$ cat config.mk
export PLATFORM = sky130hd
export DESIGN_NAME = tile_canvas_best_fit_unit
export DESIGN_NICKNAME = d
export VERILOG_FILES = /design/src/hw/rtl/tcbf_pkg.sv /design/src/hw/rtl/tcbf_mul_cmp.sv /design/src/hw/rtl/tile_canvas_best_fit_unit.sv
export SDC_FILE = /design/constraint.sdc
export NUM_CORES = 1
export LEC_CHECK = 0
export BUFFER_PORTS_ARGS = -buffer_cell sky130_fd_sc_hd__buf_2
export CELL_PAD_IN_SITES_DETAIL_PLACEMENT = 0
export CELL_PAD_IN_SITES_GLOBAL_PLACEMENT = 1
export CORE_MARGIN = 5
export CORE_UTILIZATION = 50
export CTS_CLUSTER_DIAMETER = 80
export DETAILED_ROUTE_END_ITERATION = 10
export PLACE_DENSITY = 0.9
export SLEW_MARGIN = 25
export SYNTH_ARGS = -nofsm -noshare
export SYNTH_HDL_FRONTEND = slang
export SYNTH_SLANG_ARGS = --single-unit
$ cat constraint.sdc
create_clock -name i_clk -period 11.84 [get_ports i_clk]
set_clock_uncertainty 0.2 [all_clocks]
set_input_delay 2.368 -clock i_clk [delete_from_list [all_inputs] [get_ports i_clk]]
set_output_delay 2.368 -clock i_clk [all_outputs]
set_load 0.03 [all_outputs]
$ cat src/hw/rtl/tcbf_pkg.sv
`default_nettype none
// ============================================================================
// tcbf_pkg
// Shared constants and types of the tile canvas best-fit unit.
// ============================================================================
package tcbf_pkg;

    // default build parameters
    localparam int DEF_MAX_TILES = 16;
    localparam int DEF_DIM_BITS  = 14;

    // fixed field widths
    localparam int IN_W   = 14;
    localparam int MT_W   = 5;
    localparam int EDGE_W = 10;

    // register reset values
    localparam logic [MT_W-1:0]   RST_MAX_TILES = 5'd4;
    localparam logic [EDGE_W-1:0] RST_TILE_EDGE = 10'd560;

    // flags of the shared multiply unit, product against a reference
    typedef struct packed {
        logic gt;
        logic eq;
    } t_cmp;

endpackage : tcbf_pkg
`default_nettype wire

$ cat src/hw/rtl/tcbf_mul_cmp.sv
`default_nettype none
// ============================================================================
// tcbf_mul_cmp
// Shared multiplier of the walk with a magnitude compare of the product
// against a reference word.
// ============================================================================
module tcbf_mul_cmp
    import tcbf_pkg::*;
#(
    parameter int MUL_W = IN_W + 1
) (
    input  logic [MUL_W-1:0]   i_a,
    input  logic [MUL_W-1:0]   i_b,
    input  logic [2*MUL_W-1:0] i_ref,
    output logic [2*MUL_W-1:0] o_prod,
    output t_cmp               o_cmp
);

    assign o_prod    = i_a * i_b;
    assign o_cmp.gt  = o_prod > i_ref;
    assign o_cmp.eq  = o_prod == i_ref;

endmodule : tcbf_mul_cmp
`default_nettype wire

$ cat src/hw/rtl/tile_canvas_best_fit_unit.sv
`default_nettype none
// ============================================================================
// tile_canvas_best_fit_unit
// Picks the tile-grid canvas that best fits one source image size.
// ============================================================================
// One image size goes in, one canvas size comes out. A sequencer walks tile
// counts t from max_tiles down to 1 and, for each t, factors f from 1 to t,
// all on a single shared multiplier. In S_TEST the cofactor steps down while
// f times it exceeds t; each divisor pair found then passes through S_CH,
// S_CW, S_LEFT, S_RIGHT, S_AREA, S_CROSS_A, S_CROSS_B and S_DECIDE to size the
// canvas and compare its scale by cross products. s_axis_tready is high only
// while the walk is idle; the result sits in an output register, so the next
// image is taken while a result still waits.
// ============================================================================
module tile_canvas_best_fit_unit
    import tcbf_pkg::*;
#(
    parameter int MAX_TILES = DEF_MAX_TILES,
    parameter int DIM_BITS  = DEF_DIM_BITS
) (
    input  wire logic        i_clk,
    input  wire logic        i_rst_n,
    // apb configuration
    input  wire logic        psel,
    input  wire logic        penable,
    input  wire logic        pwrite,
    input  wire logic [3:0]  paddr,
    input  wire logic [31:0] pwdata,
    output logic      [31:0] prdata,
    output logic             pready,
    // image size in
    input  wire logic        s_axis_tvalid,
    output logic             s_axis_tready,
    input  wire logic [31:0] s_axis_tdata,  // image_height[13:0], image_width[27:14], zero
    // canvas out
    output logic             m_axis_tvalid,
    input  wire logic        m_axis_tready,
    output logic      [31:0] m_axis_tdata,  // canvas_height[13:0], canvas_width[27:14], zero
    output logic             m_axis_tuser   // is_upscale
);

    localparam int TC_W   = $clog2(MAX_TILES + 1);
    localparam int SIDE_W = TC_W + EDGE_W;
    localparam int MUL_W  = (SIDE_W > IN_W) ? SIDE_W : IN_W;
    localparam int P_W    = 2 * MUL_W;
    localparam int AREA_W = 2 * SIDE_W;
    localparam logic [31:0] DIM_MAX = 32'((64'd1 << DIM_BITS) - 64'd1);

    typedef enum logic [1:0] {
        REG_MAX_TILES = 2'd0,
        REG_TILE_EDGE = 2'd1,
        REG_GROW      = 2'd2
    } t_reg_idx;

    typedef enum logic [3:0] {
        S_IDLE,
        S_TEST,
        S_CH,
        S_CW,
        S_LEFT,
        S_RIGHT,
        S_AREA,
        S_CROSS_A,
        S_CROSS_B,
        S_DECIDE,
        S_DONE
    } t_state;

    // ------------------------------------------------------------------
    // configuration registers
    // ------------------------------------------------------------------
    logic [MT_W-1:0]   r_max_tiles;
    logic [EDGE_W-1:0] r_tile_edge;
    logic              r_grow;

    always_ff @(posedge i_clk) begin
        if (!i_rst_n) begin
            r_max_tiles <= RST_MAX_TILES;
            r_tile_edge <= RST_TILE_EDGE;
            r_grow      <= 1'b0;
        end else if (psel && penable && pwrite) begin
            unique case (paddr[3:2])
                REG_MAX_TILES: r_max_tiles <= pwdata[MT_W-1:0];
                REG_TILE_EDGE: r_tile_edge <= pwdata[EDGE_W-1:0];
                REG_GROW:      r_grow      <= pwdata[0];
                default: begin
                end
            endcase
        end
    end

    always_comb begin
        prdata = '0;
        unique case (paddr[3:2])
            REG_MAX_TILES: prdata = 32'(r_max_tiles);
            REG_TILE_EDGE: prdata = 32'(r_tile_edge);
            REG_GROW:      prdata = 32'(r_grow);
            default:       prdata = '0;
        endcase
    end

    assign pready = 1'b1;

    // ------------------------------------------------------------------
    // walk registers
    // ------------------------------------------------------------------
    t_state            r_state;
    logic [IN_W-1:0]   r_ih;
    logic [IN_W-1:0]   r_iw;
    logic [EDGE_W-1:0] r_edge;
    logic [TC_W-1:0]   r_mt;
    logic [TC_W-1:0]   r_t;
    logic [TC_W-1:0]   r_f;
    logic [TC_W-1:0]   r_g;
    logic [SIDE_W-1:0] r_ch;
    logic [SIDE_W-1:0] r_cw;
    logic [P_W-1:0]    r_left;
    logic [SIDE_W-1:0] r_num;
    logic [IN_W-1:0]   r_den;
    logic [AREA_W-1:0] r_area;
    t_cmp              r_cross;
    logic [SIDE_W-1:0] r_best_num;
    logic [IN_W-1:0]   r_best_den;
    logic [AREA_W-1:0] r_best_area;
    logic [SIDE_W-1:0] r_best_h;
    logic [SIDE_W-1:0] r_best_w;
    logic              r_have;
    logic              r_ovalid;
    logic [IN_W-1:0]   r_out_h;
    logic [IN_W-1:0]   r_out_w;
    logic              r_out_up;

    // clamped values taken at accept
    logic [IN_W-1:0]   w_ih;
    logic [IN_W-1:0]   w_iw;
    logic [TC_W-1:0]   w_mt;
    logic [EDGE_W-1:0] w_edge;

    always_comb begin
        w_ih   = (s_axis_tdata[IN_W-1:0] == '0) ? IN_W'(1) : s_axis_tdata[IN_W-1:0];
        w_iw   = (s_axis_tdata[2*IN_W-1:IN_W] == '0) ? IN_W'(1)
                                                     : s_axis_tdata[2*IN_W-1:IN_W];
        w_edge = (r_tile_edge == '0) ? EDGE_W'(1) : r_tile_edge;
        if (r_max_tiles == '0) begin
            w_mt = TC_W'(1);
        end else if (32'(r_max_tiles) > MAX_TILES) begin
            w_mt = TC_W'(MAX_TILES);
        end else begin
            w_mt = TC_W'(r_max_tiles);
        end
    end

    // ------------------------------------------------------------------
    // shared multiplier operand select
    // ------------------------------------------------------------------
    logic [MUL_W-1:0] w_a;
    logic [MUL_W-1:0] w_b;
    logic [P_W-1:0]   w_ref;
    logic [P_W-1:0]   w_prod;
    t_cmp             w_cmp;

    always_comb begin
        w_a   = '0;
        w_b   = '0;
        w_ref = r_left;
        unique case (r_state)
            S_TEST: begin
                w_a   = MUL_W'(r_f);
                w_b   = MUL_W'(r_g);
                w_ref = P_W'(r_t);
            end
            S_CH: begin
                w_a = MUL_W'(r_f);
                w_b = MUL_W'(r_edge);
            end
            S_CW: begin
                w_a = MUL_W'(r_g);
                w_b = MUL_W'(r_edge);
            end
            S_LEFT: begin
                w_a = MUL_W'(r_ch);
                w_b = MUL_W'(r_iw);
            end
            S_RIGHT: begin
                w_a = MUL_W'(r_cw);
                w_b = MUL_W'(r_ih);
            end
            S_AREA: begin
                w_a = MUL_W'(r_ch);
                w_b = MUL_W'(r_cw);
            end
            S_CROSS_A: begin
                w_a = MUL_W'(r_num);
                w_b = MUL_W'(r_best_den);
            end
            S_CROSS_B: begin
                w_a = MUL_W'(r_best_num);
                w_b = MUL_W'(r_den);
            end
            default: begin
                w_a = '0;
                w_b = '0;
            end
        endcase
    end

    tcbf_mul_cmp #(
        .MUL_W (MUL_W)
    ) u_mul (
        .i_a    (w_a),
        .i_b    (w_b),
        .i_ref  (w_ref),
        .o_prod (w_prod),
        .o_cmp  (w_cmp)
    );

    // ------------------------------------------------------------------
    // next factor / tile count
    // ------------------------------------------------------------------
    logic [TC_W-1:0] n_t;
    logic [TC_W-1:0] n_f;
    logic [TC_W-1:0] n_g;
    t_state          n_adv_state;

    always_comb begin
        n_t         = r_t;
        n_f         = r_f + TC_W'(1);
        n_g         = r_g;
        n_adv_state = S_TEST;
        if (r_f == r_t) begin
            if (r_t == TC_W'(1)) begin
                n_adv_state = S_DONE;
            end else begin
                n_t = r_t - TC_W'(1);
                n_f = TC_W'(1);
                n_g = r_t - TC_W'(1);
            end
        end
    end

    // take decision of the current canvas
    logic w_cur_up;
    logic w_best_up;
    logic w_take;
    logic w_gt;
    logic w_lt;

    always_comb begin
        w_cur_up  = r_num >= SIDE_W'(r_den);
        w_best_up = r_best_num >= SIDE_W'(r_best_den);
        // cross product A is the current scale side, B the stored one
        w_lt      = r_cross.gt;
        w_gt      = !r_cross.gt && !r_cross.eq;
        priority if (!r_have) begin
            w_take = 1'b1;
        end else if (w_cur_up && !w_best_up) begin
            w_take = 1'b1;
        end else if (!w_cur_up && w_best_up) begin
            w_take = 1'b0;
        end else if (w_cur_up) begin
            if (r_cross.eq) begin
                w_take = r_area < r_best_area;
            end else begin
                w_take = r_grow ? w_gt : w_lt;
            end
        end else begin
            w_take = w_gt;
        end
    end

    // output saturation
    logic [31:0] w_sat_h;
    logic [31:0] w_sat_w;

    assign w_sat_h = (32'(r_best_h) > DIM_MAX) ? DIM_MAX : 32'(r_best_h);
    assign w_sat_w = (32'(r_best_w) > DIM_MAX) ? DIM_MAX : 32'(r_best_w);

    // ------------------------------------------------------------------
    // sequencer
    // ------------------------------------------------------------------
    always_ff @(posedge i_clk) begin
        if (!i_rst_n) begin
            r_state    <= S_IDLE;
            r_have     <= 1'b0;
            r_ovalid   <= 1'b0;
            r_t        <= '0;
            r_f        <= '0;
            r_g        <= '0;
            r_best_num <= '0;
            r_best_den <= IN_W'(1);
        end else begin
            if (r_state == S_DONE && (!r_ovalid || m_axis_tready)) begin
                r_ovalid <= 1'b1;
            end else if (m_axis_tready) begin
                r_ovalid <= 1'b0;
            end
            unique case (r_state)
                S_IDLE: begin
                    if (s_axis_tvalid) begin
                        r_ih        <= w_ih;
                        r_iw        <= w_iw;
                        r_edge      <= w_edge;
                        r_mt        <= w_mt;
                        r_t         <= w_mt;
                        r_f         <= TC_W'(1);
                        r_g         <= w_mt;
                        r_have      <= 1'b0;
                        r_best_num  <= '0;
                        r_best_den  <= IN_W'(1);
                        r_best_area <= '0;
                        r_best_h    <= '0;
                        r_best_w    <= '0;
                        r_state     <= S_TEST;
                    end
                end
                S_TEST: begin
                    if (w_cmp.gt) begin
                        r_g <= r_g - TC_W'(1);
                    end else if (w_cmp.eq) begin
                        r_state <= S_CH;
                    end else begin
                        r_t     <= n_t;
                        r_f     <= n_f;
                        r_g     <= n_g;
                        r_state <= n_adv_state;
                    end
                end
                S_CH: begin
                    r_ch    <= w_prod[SIDE_W-1:0];
                    r_state <= S_CW;
                end
                S_CW: begin
                    r_cw    <= w_prod[SIDE_W-1:0];
                    r_state <= S_LEFT;
                end
                S_LEFT: begin
                    r_left  <= w_prod;
                    r_state <= S_RIGHT;
                end
                S_RIGHT: begin
                    // height ratio is the smaller one when ch*iw <= cw*ih
                    if (w_cmp.gt || w_cmp.eq) begin
                        r_num <= r_ch;
                        r_den <= r_ih;
                    end else begin
                        r_num <= r_cw;
                        r_den <= r_iw;
                    end
                    r_state <= S_AREA;
                end
                S_AREA: begin
                    r_area  <= w_prod[AREA_W-1:0];
                    r_state <= S_CROSS_A;
                end
                S_CROSS_A: begin
                    r_left  <= w_prod;
                    r_state <= S_CROSS_B;
                end
                S_CROSS_B: begin
                    r_cross <= w_cmp;
                    r_state <= S_DECIDE;
                end
                S_DECIDE: begin
                    if (w_take) begin
                        r_best_num  <= r_num;
                        r_best_den  <= r_den;
                        r_best_area <= r_area;
                        r_best_h    <= r_ch;
                        r_best_w    <= r_cw;
                        r_have      <= 1'b1;
                    end
                    r_t     <= n_t;
                    r_f     <= n_f;
                    r_g     <= n_g;
                    r_state <= n_adv_state;
                end
                S_DONE: begin
                    if (!r_ovalid || m_axis_tready) begin
                        r_out_h  <= w_sat_h[IN_W-1:0];
                        r_out_w  <= w_sat_w[IN_W-1:0];
                        r_out_up <= w_best_up;
                        r_state  <= S_IDLE;
                    end
                end
                default: begin
                    r_state <= S_IDLE;
                end
            endcase
        end
    end

    assign s_axis_tready = (r_state == S_IDLE);
    assign m_axis_tvalid = r_ovalid;
    assign m_axis_tdata  = {{(32 - 2 * IN_W){1'b0}}, r_out_w, r_out_h};
    assign m_axis_tuser  = r_out_up;

    // ------------------------------------------------------------------
    // assertions
    // ------------------------------------------------------------------
    a_cofactor_nonzero: assert property (@(posedge i_clk) disable iff (!i_rst_n)
        (r_state == S_TEST) |-> (r_g != '0))
        else $error("cofactor reached zero during factor test");

    a_factor_in_range: assert property (@(posedge i_clk) disable iff (!i_rst_n)
        (r_state != S_IDLE && r_state != S_DONE) |-> (r_f != '0 && r_f <= r_t))
        else $error("factor outside 1..tile count");

    a_tile_count_range: assert property (@(posedge i_clk) disable iff (!i_rst_n)
        (r_state != S_IDLE) |-> (r_t != '0 && r_t <= r_mt))
        else $error("tile count outside 1..max tiles");

    a_done_has_best: assert property (@(posedge i_clk) disable iff (!i_rst_n)
        (r_state == S_DONE) |-> r_have)
        else $error("walk ended without a canvas");

    a_accept_starts_walk: assert property (@(posedge i_clk) disable iff (!i_rst_n)
        (s_axis_tvalid && s_axis_tready) |=> (r_state == S_TEST && !r_have))
        else $error("accepted transaction did not start a fresh walk");

endmodule : tile_canvas_best_fit_unit
`default_nettype wire

# Word level (Yosys, flattened, before mapping)
# Index checks and enable logic that the tools add are counted.
# word_totals
register_bits	314
# op_classes
eq_ne	21
addsub	3
n_lt_le_gt_ge	7
multipliers	1
n_reduce_logical	42
n_mux	56
# ops
op	n
$pmux 15 s7	1
$mux 30	3
$pmux 15 s2	3
$pmux 15 s6	1
$mux 5	16
$mux 15	5
$pmux 30 s2	1
$pmux 5 s3	3
$pmux 4 s11	1
$mux 14	3
$eq 30x30->1	1
$ge 15x14->1	2
$gt 15x14->1 const B	2
$gt 30x30->1	1
$lt 30x30->1	1
$mul 15x15->30	1
$pmux 10 s3	1
$logic_not 14->1	2
$pmux 14 s2	1
$mux 4	6
$reduce_and 2->1	9
$eq 4x3->1 const B	4
$reduce_and 3->1	5
$eq 4x4->1 const B	3
other kinds (25)	54

# Logic depth before layout (Yosys ltp)
# Gate-level depths: netlist of the first run.
# depth
ltp_word	10
ltp_mapped	40
depth_no_buf	36

# By module
# A second synthesis of the first run with hierarchy kept.
# unflattened
cells_unflattened	2236
area_unflattened_um2	23059.6
# by_module_without_submodules
mod	area_per_inst_um2	n_inst	cells_each
tile_canvas_best_fit_unit	14646.5	1	1250
tcbf_mul_cmp	8413.1	1	986

# Worst setup path before layout of the first run
# Ideal clock, no wire load.
# synth_timing
path_type	reg-to-reg
from	register r_state[3]
to	register r_num[10] (data pin)
period_less_slack_ns	9.284
required_time_ns	11.380
stages_incl_launch_ff	36
slack_ns	2.556
arrival_ns	8.824
path_cell_list	dfxtp_1 > buf_2 > nand2b_1 > nor2_1 > clkbuf_1 > clkbuf_1 > a22oi_1 > nand3_1 > clkbuf_1 > nand2_1 > fa_1 > fa_1 > inv_1 > fa_1 > fa_1 > fa_1 > inv_1 > fa_1 > inv_1 > ha_1 > a211o_1 > or3_1 > o221ai_1 > o21ai_1 > a31o_2 > a21o_1 > xor2_1 > ha_1 > nand2_1 > nor2_1 > a211oi_1 > o211ai_1 > nor3_1 > buf_2 > buf_2 > mux2_2
# synth_between
elab_chain_cells	7
word_cells_on_any_way	19
# synth_lines
element	line	rtl
start, declared	tile_canvas_best_fit_unit.sv:107	t_state r_state;
start signal, assigned	tile_canvas_best_fit_unit.sv:325	r_state <= n_adv_state;
start signal, assigned	tile_canvas_best_fit_unit.sv:375	r_state <= n_adv_state;
$eq 4x2->1, or another cell as far along	tile_canvas_best_fit_unit.sv:166	unique case (r_state)
$reduce_or 2->1 (no source line)	--	
$pmux 15 s7 or $pmux 15 s6 (tied branches)	tile_canvas_best_fit_unit.sv:166	
$mul 15x15->30 (*)	tcbf_mul_cmp.sv:19	assign o_prod = i_a * i_b;
named net u_mul.o_prod[25]	tcbf_mul_cmp.sv:15	output logic [2*MUL_W-1:0] o_prod,
$gt 30x30->1 or $eq 30x30->1 (tied branches)	tcbf_mul_cmp.sv:20, tcbf_mul_cmp.sv:21	
$logic_or 1x1->1 (*)	tile_canvas_best_fit_unit.sv:342	if (w_cmp.gt || w_cmp.eq) begin
$mux 15 (*)	tile_canvas_best_fit_unit.sv:342	
end signal, assigned	tile_canvas_best_fit_unit.sv:343	r_num <= r_ch;
end signal, assigned	tile_canvas_best_fit_unit.sv:346	r_num <= r_cw;
end, declared	tile_canvas_best_fit_unit.sv:118	logic [SIDE_W-1:0] r_num;
# Mark *: on every way through the listed nets, which the timed path passes. The rest lies on a longest branch.
# A chain may end at the register's enable or synchronous reset.

# Final worst setup path of the first run
# layout_timing
from	register r_state[3]
to	register r_t[2]
# layout_between
elab_chain_cells	7
word_cells_on_any_way	25
# layout_lines
element	line	rtl
$eq 4x2->1, or another cell as far along	tile_canvas_best_fit_unit.sv:166	
$reduce_or 2->1 (no source line)	--	
$pmux 15 s7 or $pmux 15 s6 (tied branches)	tile_canvas_best_fit_unit.sv:166	
$mul 15x15->30 (*)	tcbf_mul_cmp.sv:19	
named net u_mul.o_prod[27]	tcbf_mul_cmp.sv:15	
$gt 30x30->1 or $eq 30x30->1 (tied branches)	tcbf_mul_cmp.sv:20, tcbf_mul_cmp.sv:21	
$ne 2x2->1 (no source line)	--	
$reduce_and 4->1 (no source line) (*)	--	
end signal, assigned	tile_canvas_best_fit_unit.sv:304	r_t <= w_mt;
end signal, assigned	tile_canvas_best_fit_unit.sv:322	r_t <= n_t;
end signal, assigned	tile_canvas_best_fit_unit.sv:372	r_t <= n_t;
end, declared	tile_canvas_best_fit_unit.sv:112	logic [TC_W-1:0] r_t;
# Marked as above.

==> results of run 1 <==
==> worst max path at each step <==
stage / to / cells after the start / slack, ps / from
after floorplan: r_num[10]$_DFFE_PP_ / 35 / 2560 / r_state[3]$_SDFFE_PN0P_
after global placement: r_f[3]$_SDFFE_PN0P_ / 34 / 1360 / r_state[3]$_SDFFE_PN0P_
after detailed placement: r_t[2]$_SDFFE_PN0P_ / 34 / 1170 / r_state[3]$_SDFFE_PN0P_
after CTS: r_t[2]$_SDFFE_PN0P_ / 34 / 1150 / r_state[3]$_SDFFE_PN0P_
after global routing: r_t[2]$_SDFFE_PN0P_ / 35 / 320 / r_state[1]$_SDFFE_PN0P_
final: r_t[2]$_SDFFE_PN0P_ / 34 / 1080 / r_state[3]$_SDFFE_PN0P_
==> tightest hold or removal path, stage by stage (launching register included) <==
cell and delay [ps]:
dfxtp_1 340, inv_1 60, a21oi_1 50
==> cell usage after synthesis (all sizes together) (7+ instances only) <==
| master | n |
|---|---|
| a21oi | 57 |
| a21boi | 11 |
| nor3 | 26 |
| and3 | 69 |
| buf | 46 |
| edfxtp | 248 |
| nand2 | 221 |
| o21a | 7 |
| inv | 265 |
| nor4 | 11 |
| nand4 | 18 |
| xor2 | 10 |
| nor2 | 158 |
| mux2i | 15 |
| a22oi | 45 |
| clkbuf | 112 |
| a222oi | 16 |
| o21bai | 8 |
| xnor2 | 28 |
| o211ai | 8 |
| o21ai | 52 |
| ha | 185 |
| nand2b | 32 |
| mux2 | 29 |
| and4 | 9 |
| a31oi | 10 |
| nor2b | 15 |
| a21o | 17 |
| dfxtp | 66 |
| and2 | 29 |
| a22o | 29 |
| or2 | 38 |
| nand3 | 34 |
| fa | 167 |
==> power groups by stage <==
stage / Sequential, mW / Clock, mW / Combinational [mW]
after floorplan: 1.32 / 0 / 0.500
after global placement: 1.36 / 0 / 0.667
after detailed placement: 1.36 / 0 / 0.683
after CTS: 1.34 / 1.13 / 0.688
after global routing: 1.34 / 1.18 / 0.767
final: 1.34 / 1.12 / 0.699
==> sequential cells by signal, indices dropped and copies added, names as in the netlist, 10 cells and up <==
| name | count |
|---|---|
| r_best_den | 14 |
| r_tile_edge | 10 |
| r_num | 15 |
| r_iw | 14 |
| r_ih | 14 |
| r_out_h | 14 |
| r_ch | 15 |
| r_out_w | 14 |
| r_best_w | 15 |
| r_edge | 10 |
| r_area | 30 |
| r_den | 14 |
| r_cw | 15 |
| r_left | 30 |
| r_best_h | 15 |
| r_best_num | 15 |
| r_best_area | 30 |
==> cell families (layout without fill, tap and decap cells) <==
logic type / count (synthesis) / in the layout / synth area share (%)
simple gates: 675 / 675 / 14.47
mux: 44 / 44 / 2.122
other cells: 2 / 28 / 0.03344
buf+inv: 423 / 448 / 7.710
fa+ha+maj: 352 / 352 / 25.19
xor+xnor: 38 / 38 / 1.482
compound gates: 313 / 313 / 9.949
flops: 314 / 314 / 39.04
==> cell type report <==
cell class	count	area [um^2]
Antenna cell	1	2.502
Clock buffer	40	935.9
Clock inverter	24	240.2
Fill cell	3747	19850
Inverter	265	994.7
Multi-Input combinational cell	1449	12110
Sequential cell	314	8770
Tap cell	592	740.7
Timing Repair Buffer	119	675.6
==> layer usage <==
metal / vias to the layer above / track usage, % / share of wire, %
met5: - / 0 / 0
met4: 0 / 9.485 / 4.4
met3: 160 / 5.124 / 8.5
met2: 735 / 39.29 / 48
met1: 7991 / 30.08 / 39
li1: 7380 / - / -
==> metrics by stage <==
stage	hold slack (ps)	cells	setup slack [ps]
4_1_cts	283.1	2803	1149
5_1_grt	312.8	2803	316.3
6_report	292.9	2804	1078
3_3_place_gp	258.3	2739	1355
2_1_floorplan	242.7	2186	2556
3_5_place_dp	275.8	2739	1171
==> reports/results.tsv, run 1 <==
metric	value	unit
outcome	completed	
Netlist Area Pre-Place	22460	um^2
most frequent CP cell	fa_1	
commonest non-fill, non-tap cell in the layout	inv_1	
Post-DP Area	23280	um^2
Final Cycle Share	90.89	%
port bufs	87	
Syn Area/Cell	10.39	um^2
# Post-CTS Setup Buffers	0	
DR iter-0 viols	1513	
first-pass GRT wire length	92070	um
VDD IR max	0.1583	mV
GRT Residual Overflow	0	
Reg2Reg Setup Slack	1080	ps
unrepaired setup endpoints after global routing	no	
Comb pwr share	22.1	%
CTS tree	done	
crit start category	register	
post-layout min period	10760	ps
Max-cap violations	0	
Switch Pwr	1.005	mW
R2R Path End	r_t[2]$_SDFFE_PN0P_	
commonest non-fill, non-tap cells in the layout	inv_1 (265), edfxtp_1 (248), nand2_1 (221)	
final WL	58610	um
Min-Delay Endpoint	r_best_den[0]$_SDFFE_PN1P_	
RePlAce Congestion	0.9111	
R2R depth	34	
cts hold-fix bufs	0	
crit path DAT	10970	ps
power density over the cells	129.1	nW/um^2
HP Start	r_best_den[0]$_SDFFE_PN1P_	
delay-heaviest family, CP	adder cells	
post-route ant nets	0	
DP Wirelength	44380	um
worst r2r src	r_state[3]$_SDFFE_PN0P_	
internal power	2.153	mW
sequential area share after synthesis	39.04	%
top cells by area, synth	edfxtp_1 (33%), fa_1 (15%), ha_1 (10%), dfxtp_1 (5.9%), inv_1 (4.4%)	
crit end category	register	
Yosys Warn Count	0	
top-area cell type share of the netlist area	33.16	%
type of the tightest min-delay check	register to register	
vias per cell	5.801	
design area	24460	um^2
switching part of the total	31.82	%
initial antenna violation count	1	
Hold Fails Final Rpt	0	
CTS H-tree depth	2	
Via Count	16270	
row count	77	
largest fanout on the critical path	40	
Clk pin slew, worst setup/hold paths	60	ps
normalized max-slew margin	24.87	%
post-layout util	55.20	%
drt pass-1 iters	6	
CTS sink count	314	
Clk pwr share	35.5	%
fraction of registers with async set or reset after synthesis	0	%
final total power	3.158	mW
fraction of layout cells with a size suffix above 1	12.12	%
Mapped Cells	2161	
Most used DFF post-synth	edfxtp_1	
TritonCTS buffer count	35	
area leader, netlist	edfxtp_1	
setup_tns	0	ps
Crit path largest cell delay	770	ps
Layout area overhead	8.924	%
Leakage	10.62	nW
Max Slew Vio Count	0	
FMAX	92.92	MHz
fin nets	2611	
Post-CTS Resized	0	
number of enable flip-flop cells after synthesis	248	
clk_lat worst skew	560	ps
die area	49260	um^2
Synth Register Bits	314	
Yosys cell types	74	
CP max-delay cell	dfxtp_2	
vias in the first global route	16440	
Core ar.	44320	um^2
largest net degree at the start of global routing	71	
Die Wd	221.9	um
Initial Utilization	50.68	%
DRC	0	
final setup fails	0	
DR WL/cell	20.90	um
root buf cell	clkbuf_16	
Die Span Y	221.9	um
worst-margin pin slew	1112	ps
share of power burned in registers	42.4	%
critical path type	register to register	
Worst EP required	12050	ps
WHS Path Cells	2	
CTS Buffer Depth	3	
Crit path buffers/inverters	6	
num ports	143	
gr usage total	23.56	%
No activity file was read; power rests on OpenSTA's default activity.
==> inputs of run 2 (changes only) <==
--- a/config.mk
+++ b/config.mk
@@ -16,4 +16,5 @@
 export SLEW_MARGIN = 25
 export SYNTH_ARGS = -nofsm -noshare
 export SYNTH_HDL_FRONTEND = slang
+export SYNTH_HIERARCHICAL = 1
 export SYNTH_SLANG_ARGS = --single-unit
==> reports/results.tsv, run 2 <==
metric	value	unit	change
ant diodes	0		-1
switching part of the total	23.97	%	-7.9 points
Syn Area/Cell	10.31	um^2	-0.78%
cts hold-fix bufs	0		unchanged
Max-cap violations	0		unchanged
fin nets	2723		+4.3%
M1 WL	22500	um	-1.8%
Most used DFF post-synth	edfxtp_1		
Final Cycle Share	90.02	%	-0.87 points
outcome	completed		
CTS tree	done		
die area	50510	um^2	+2.5%
Netlist Area Pre-Place	23060	um^2	+2.7%
share of power burned in registers	49.2	%	+6.8 points
area leader, netlist	edfxtp_1		
Synth Register Bits	314		unchanged
vias in the first global route	16800		+2.2%
TritonCTS buffer count	36		+2.9%
internal power	1.907	mW	-11%
unrepaired setup endpoints after global routing	no		
root buf cell	clkbuf_16		
Clk pin slew, worst setup/hold paths	60	ps	about the same
Leakage	11.79	nW	+11%
gr usage total	22.37	%	-1.2 points
crit end category	register		
drt pass-1 iters	5		-1
DR top layer	met4		
VDD IR max	0.1187	mV	-25%
CTS H-tree depth	2		unchanged
DRC	0		unchanged
Via Count	16610		+2.1%
Hold Fails Final Rpt	0		unchanged
Yosys Warn Count	6		+6
Met2 Wirelength	28160	um	about the same
Layout area overhead	9.903	%	
final WL	56810	um	-3.1%
vias per cell	5.683		-2.0%
pre-CTS WS	1327	ps	+156.0 ps
setup_tns	0	ps	unchanged
DP Wirelength	43730	um	-1.5%
final worst slack	1181	ps	+103.3 ps
power density over the cells	98.94	nW/um^2	-23%
crit path DAT	10730	ps	-240 ps
Mapped Cells	2236		+3.5%
post-route ant nets	0		unchanged
RePlAce Congestion	0.9652		+5.9%
met3 wire len	3855	um	-22%
largest fanout on the critical path	29		-28%
fraction of registers with async set or reset after synthesis	0	%	unchanged
Clk pwr share	42.7	%	+7.2 points
clk_lat worst skew	540	ps	-20 ps
top cells by count, synth	inv_1 (289), nand2_1 (250), edfxtp_1 (248)		
num ports	143		unchanged
sequential area share after synthesis	38.02	%	-1.0 points
row count	78		+1.3%
Yosys cell types	71		-4.1%
commonest non-fill, non-tap cells in the layout	inv_1 (289), nand2_1 (250), edfxtp_1 (248)		
Worst EP required	11910	ps	-140 ps
FMAX	93.82	MHz	+0.97%
CP max-delay cell	dfxtp_1		
largest net degree at the start of global routing	62		-13%
worst-margin pin slew	963.1	ps	-149.3 ps
top flop regs	r_area (30), r_best_area (30), r_left (30)		
top cells by area, synth	edfxtp_1 (32%), fa_1 (14%), ha_1 (10%), dfxtp_1 (5.7%), inv_1 (4.7%)		
most common cell in the netlist	inv_1		
Die Wd	224.8	um	+1.3%
number of enable flip-flop cells after synthesis	248		unchanged
CTS Buffer Depth	3		unchanged
Crit path largest cell delay	590	ps	-180 ps
Die Span Y	224.8	um	+1.3%
port bufs	87		unchanged
first-pass GRT wire length	90540	um	-1.7%
Initial Utilization	50.70	%	about the same
post-layout min period	10660	ps	-103.3 ps
commonest non-fill, non-tap cell in the layout	inv_1		
CTS sink count	314		unchanged
normalized max-slew margin	35.24	%	+10 points
Core ar.	45480	um^2	+2.6%
DR iter-0 viols	1586		+4.8%
type of the tightest min-delay check	register to register		
Max Slew Vio Count	0		unchanged
Switch Pwr	0.6010	mW	-40%
critical path type	register to register		
Comb pwr share	8.1	%	-14 points
final setup fails	0		unchanged
DR WL/cell	19.44	um	-7.0%
# Post-CTS Setup Buffers	0		unchanged
fraction of layout cells with a size suffix above 1	13.09	%	+0.97 points
initial antenna violation count	0		-1
Post-CTS Resized	0		unchanged
GRT Residual Overflow	0		unchanged
crit start category	register		
top-area cell type share of the netlist area	32.30	%	-0.86 points
## run 2: changes by cell type after synthesis, moves of 10 or more
cell and change:
nor2b_1 +21, and2_1 +119, a22oi_1 -29, nor2_1 -94, inv_1 +24, nand2b_1 -26, a22o_1 -29, clkbuf_1 +12
nand2_1 +29, nand3_1 +17, a21oi_1 +25, mux2i_1 +36, mux2_2 +10
## run 2: final cells by class
| type | count | area [um^2] |
|---|---|---|
| tap | 600 | 750.7 |
| fill | 3891 | 20140 |
| multi-input combinational | 1497 | 12630 |
| sequential | 314 | 8770 |
| timing repair buffer | 158 | 980.9 |
| clock buffer | 51 | 987.2 |
| clock inverter | 14 | 138.9 |
| inverter | 289 | 1085 |
## run 2: worst paths after layout
kind,from,endpoint,slack [ps],cells past startpoint
setup / recovery,r_state[2]$_SDFFE_PN0P_,r_num[6]$_DFFE_PP_,1180,36
hold / removal,r_tile_edge[0]$_SDFFE_PN0P_,r_tile_edge[0]$_SDFFE_PN0P_,280,2
setup reg to reg,r_state[2]$_SDFFE_PN0P_,r_num[6]$_DFFE_PP_,1180,36
hold reg to reg,r_tile_edge[0]$_SDFFE_PN0P_,r_tile_edge[0]$_SDFFE_PN0P_,280,2
## run 2: worst max-delay path: cells and delay by family, from the launching register on
kind,cells,cell delay (ps)
AO/OA/AOI/OAI,10,2290
AND/OR/NAND/NOR,6,1210
adder cells (fa/ha/maj),8,3830
flip-flops,1,590
buffers and inverters,10,1450
XOR/XNOR,1,350
multiplexers,1,400
## run 2: layer usage
| layer | vias up | GRT usage (%) |
|---|---|---|
| li1 | 7605 | - |
| met1 | 8254 | 28.58 |
| met2 | 614 | 38.50 |
| met3 | 138 | 3.641 |
| met4 | 0 | 8.387 |
| met5 | - | 0 |
## run 2: cell families (layout without fill, tap and decap cells)
group / count (synthesis) / count (layout) / synth area share [%]
AND/OR/NAND/NOR: 718 / 718 / 15.81
adder cells (fa/ha/maj): 352 / 352 / 24.54
AO/OA/AOI/OAI: 267 / 267 / 7.955
multiplexers: 90 / 90 / 4.118
other: 2 / 27 / 0.03257
flip-flops: 314 / 314 / 38.02
buffers and inverters: 450 / 512 / 7.889
XOR/XNOR: 43 / 43 / 1.633
## run 2: power by group through the flow
stage	sequential, mW	combinational [mW]	clock, mW
finish	1.23	0.203	1.07
floorplan	1.24	0.153	0
detailed placement	1.26	0.199	0
global route	1.23	0.224	1.13
CTS	1.23	0.200	1.08
global placement	1.26	0.192	0
## run 2: metrics by stage
stage	instance area, um^2	hold WS [ps]	power, mW	std cells	utilization (%)
2_1_floorplan	23150	249.2	1.396	2261	-
3_3_place_gp	24190	272.7	1.448	2857	53.19
3_5_place_dp	24190	278.4	1.456	2857	53.19
4_1_cts	25320	288.7	2.518	2922	55.67
5_1_grt	25340	318.6	2.593	2923	55.73
6_report	25340	283.2	2.508	2923	55.73
==> inputs of run 3 (changes only) <==
--- a/config.mk
+++ b/config.mk
@@ -6,7 +6,7 @@
 export NUM_CORES = 1
 export LEC_CHECK = 0
 export BUFFER_PORTS_ARGS = -buffer_cell sky130_fd_sc_hd__buf_2
-export CELL_PAD_IN_SITES_DETAIL_PLACEMENT = 0
+export CELL_PAD_IN_SITES_DETAIL_PLACEMENT = 1
 export CELL_PAD_IN_SITES_GLOBAL_PLACEMENT = 1
 export CORE_MARGIN = 5
 export CORE_UTILIZATION = 50
==> reports/results.tsv, run 3 (same netlist as run 2, synthesis figures left out) <==
metric	value	unit	change
fin nets	2723		unchanged
crit end category	register		
worst-margin pin slew	1066	ps	+103.4 ps
design area	25410	um^2	+0.25%
Post-CTS Resized	0		unchanged
first-pass GRT wire length	117400	um	+30%
FMAX	88.55	MHz	-5.6%
pre-CTS WS	1096	ps	-231.2 ps
initial antenna violation count	4		+4
GRT Residual Overflow	0		unchanged
drt pass-1 iters	9		+4
cts hold-fix bufs	0		unchanged
critical path type	register to register		
# Post-CTS Setup Buffers	0		unchanged
commonest non-fill, non-tap cells in the layout	inv_1 (289), nand2_1 (250), edfxtp_1 (248)		
R2R depth	39		+8.3%
setup_tns	0	ps	unchanged
DR WL/cell	26.33	um	+35%
fraction of layout cells with a size suffix above 1	13.25	%	+0.17 points
share of power burned in registers	47.4	%	-1.8 points
outcome	completed		
row count	78		unchanged
power density over the cells	102.9	nW/um^2	+4.0%
Max Slew Vio Count	0		unchanged
final instance count without filler cells	2929		+0.21%
CTS Buffer Depth	3		unchanged
CTS tree	done		
TritonCTS buffer count	36		unchanged
Layout area overhead	10.17	%	
CTS H-tree depth	2		unchanged
final setup fails	0		unchanged
vias in the first global route	20220		+20%
final WL	77120	um	+36%
Clk pwr share	44.2	%	+1.5 points
root buf cell	clkbuf_16		
largest fanout on the critical path	13		-55%
WHS Path Cells	1		-1
gr usage total	30.08	%	+7.7 points
final total power	2.615	mW	+4.3%
Max-cap violations	0		unchanged
top flop regs	r_area (30), r_best_area (30), r_left (30)		
post-route ant nets	0		unchanged
Crit path largest cell delay	660	ps	+70 ps
DP Wirelength	54320	um	+24%
switching part of the total	25.98	%	+2.0 points
CP max-delay cell	dfxtp_1		
unrepaired setup endpoints after global routing	no		
Switch Pwr	0.6795	mW	+13%
num ports	143		unchanged
VDD IR max	0.1348	mV	+14%
Comb pwr share	8.4	%	+0.3 points
Via Count	18050		+8.7%
CTS sink count	314		unchanged
FILL cells	4907		+26%
Post-DP Area	24190	um^2	unchanged
die area	50510	um^2	unchanged
Placed Instances	2857		unchanged
DR iter-0 viols	1734		+9.3%
RePlAce Congestion	0.9652		unchanged
DRC	0		unchanged
type of the tightest min-delay check	register to register		
Initial Utilization	50.70	%	unchanged
Multi-input gate area	12640	um^2	about the same
normalized max-slew margin	28.35	%	-6.9 points
post-layout min period	11290	ps	+633.8 ps
internal power	1.936	mW	+1.5%
storage element area	8770	um^2	unchanged
clk_lat worst skew	570	ps	+30 ps
Core ar.	45480	um^2	unchanged
most frequent CP cell	inv_1		
Leakage	11.82	nW	+0.25%
final worst slack	547.5	ps	-633.8 ps
Final Cycle Share	95.38	%	+5.4 points
WHS	308.3	ps	+25.06 ps
crit path DAT	11530	ps	+800 ps
commonest non-fill, non-tap cell in the layout	inv_1		
largest net degree at the start of global routing	62		unchanged
crit start category	register		
Worst EP required	12080	ps	+170 ps
port bufs	87		unchanged
Die Span Y	224.8	um	unchanged
post-layout util	55.86	%	+0.14 points
Clk pin slew, worst setup/hold paths	70	ps	about the same
vias per cell	6.163		+8.4%
Die Wd	224.8	um	unchanged
Hold Fails Final Rpt	0		unchanged
run 3: cell count changes in the layout (fill, tap and decap cells not counted):
cell | previous run | this run
clkbuf_8 | 3 | 0
clkinv_2 | 1 | 5
clkbuf_16 | 36 | 38
bufinv_16 | 2 | 3
clkinv_1 | 6 | 7
inv_6 | 2 | 1
inv_4 | 1 | 0
diode_2 | 0 | 5
o31ai_2 | 0 | 1
clkbuf_1 | 12 | 9
clkinv_4 | 0 | 1
o31ai_1 | 6 | 5
run 3: layout make-up:
cell class | count | area share, %
Inverter | 289 | 4.270
Sequential cell | 314 | 34.52
Tap cell | 600 | 2.955
Clock inverter | 19 | 0.7338
Clock buffer | 47 | 3.876
Multi-Input combinational cell | 1497 | 49.74
Timing Repair Buffer | 158 | 3.861
Antenna cell | 5 | 0.04925
run 3: routing by layer:
metal,track usage (%),vias to the layer above,routed length [um]
met4,18.15,2,6075
met5,0,-,17
met1,33.00,9134,26280
li1,-,7614,-
met3,5.586,377,5701
met2,54.07,924,39040
run 3: worst max-delay path, delay by kind of cell (launching register included):
kind | cells | cell delay (ps)
flip-flops | 1 | 660
AND/OR/NAND/NOR | 10 | 2820
AO/OA/AOI/OAI | 12 | 2800
adder cells (fa/ha/maj) | 8 | 3830
buffers and inverters | 9 | 830
run 3: power groups by stage:
stage | clock, mW | combinational, mW | sequential, mW
finish | 1.16 | 0.221 | 1.24
global route | 1.21 | 0.236 | 1.24
CTS | 1.16 | 0.215 | 1.24
detailed placement | 0 | 0.207 | 1.26
global placement | 0 | 0.192 | 1.26
floorplan | 0 | 0.153 | 1.24
run 3: path summary, 6_finish.rpt:
path | startpoint | end | slack, ps
worst max-delay path | r_state[0]$_SDFFE_PN0P_ | r_t[2]$_SDFFE_PN0P_ | 550
worst min-delay path | r_best_h[6]$_SDFFCE_PN0P_ | r_out_h[6]$_SDFFCE_PN1P_ | 310
worst max register to register | r_state[0]$_SDFFE_PN0P_ | r_t[2]$_SDFFE_PN0P_ | 550
worst min register to register | r_best_h[6]$_SDFFCE_PN0P_ | r_out_h[6]$_SDFFCE_PN1P_ | 310
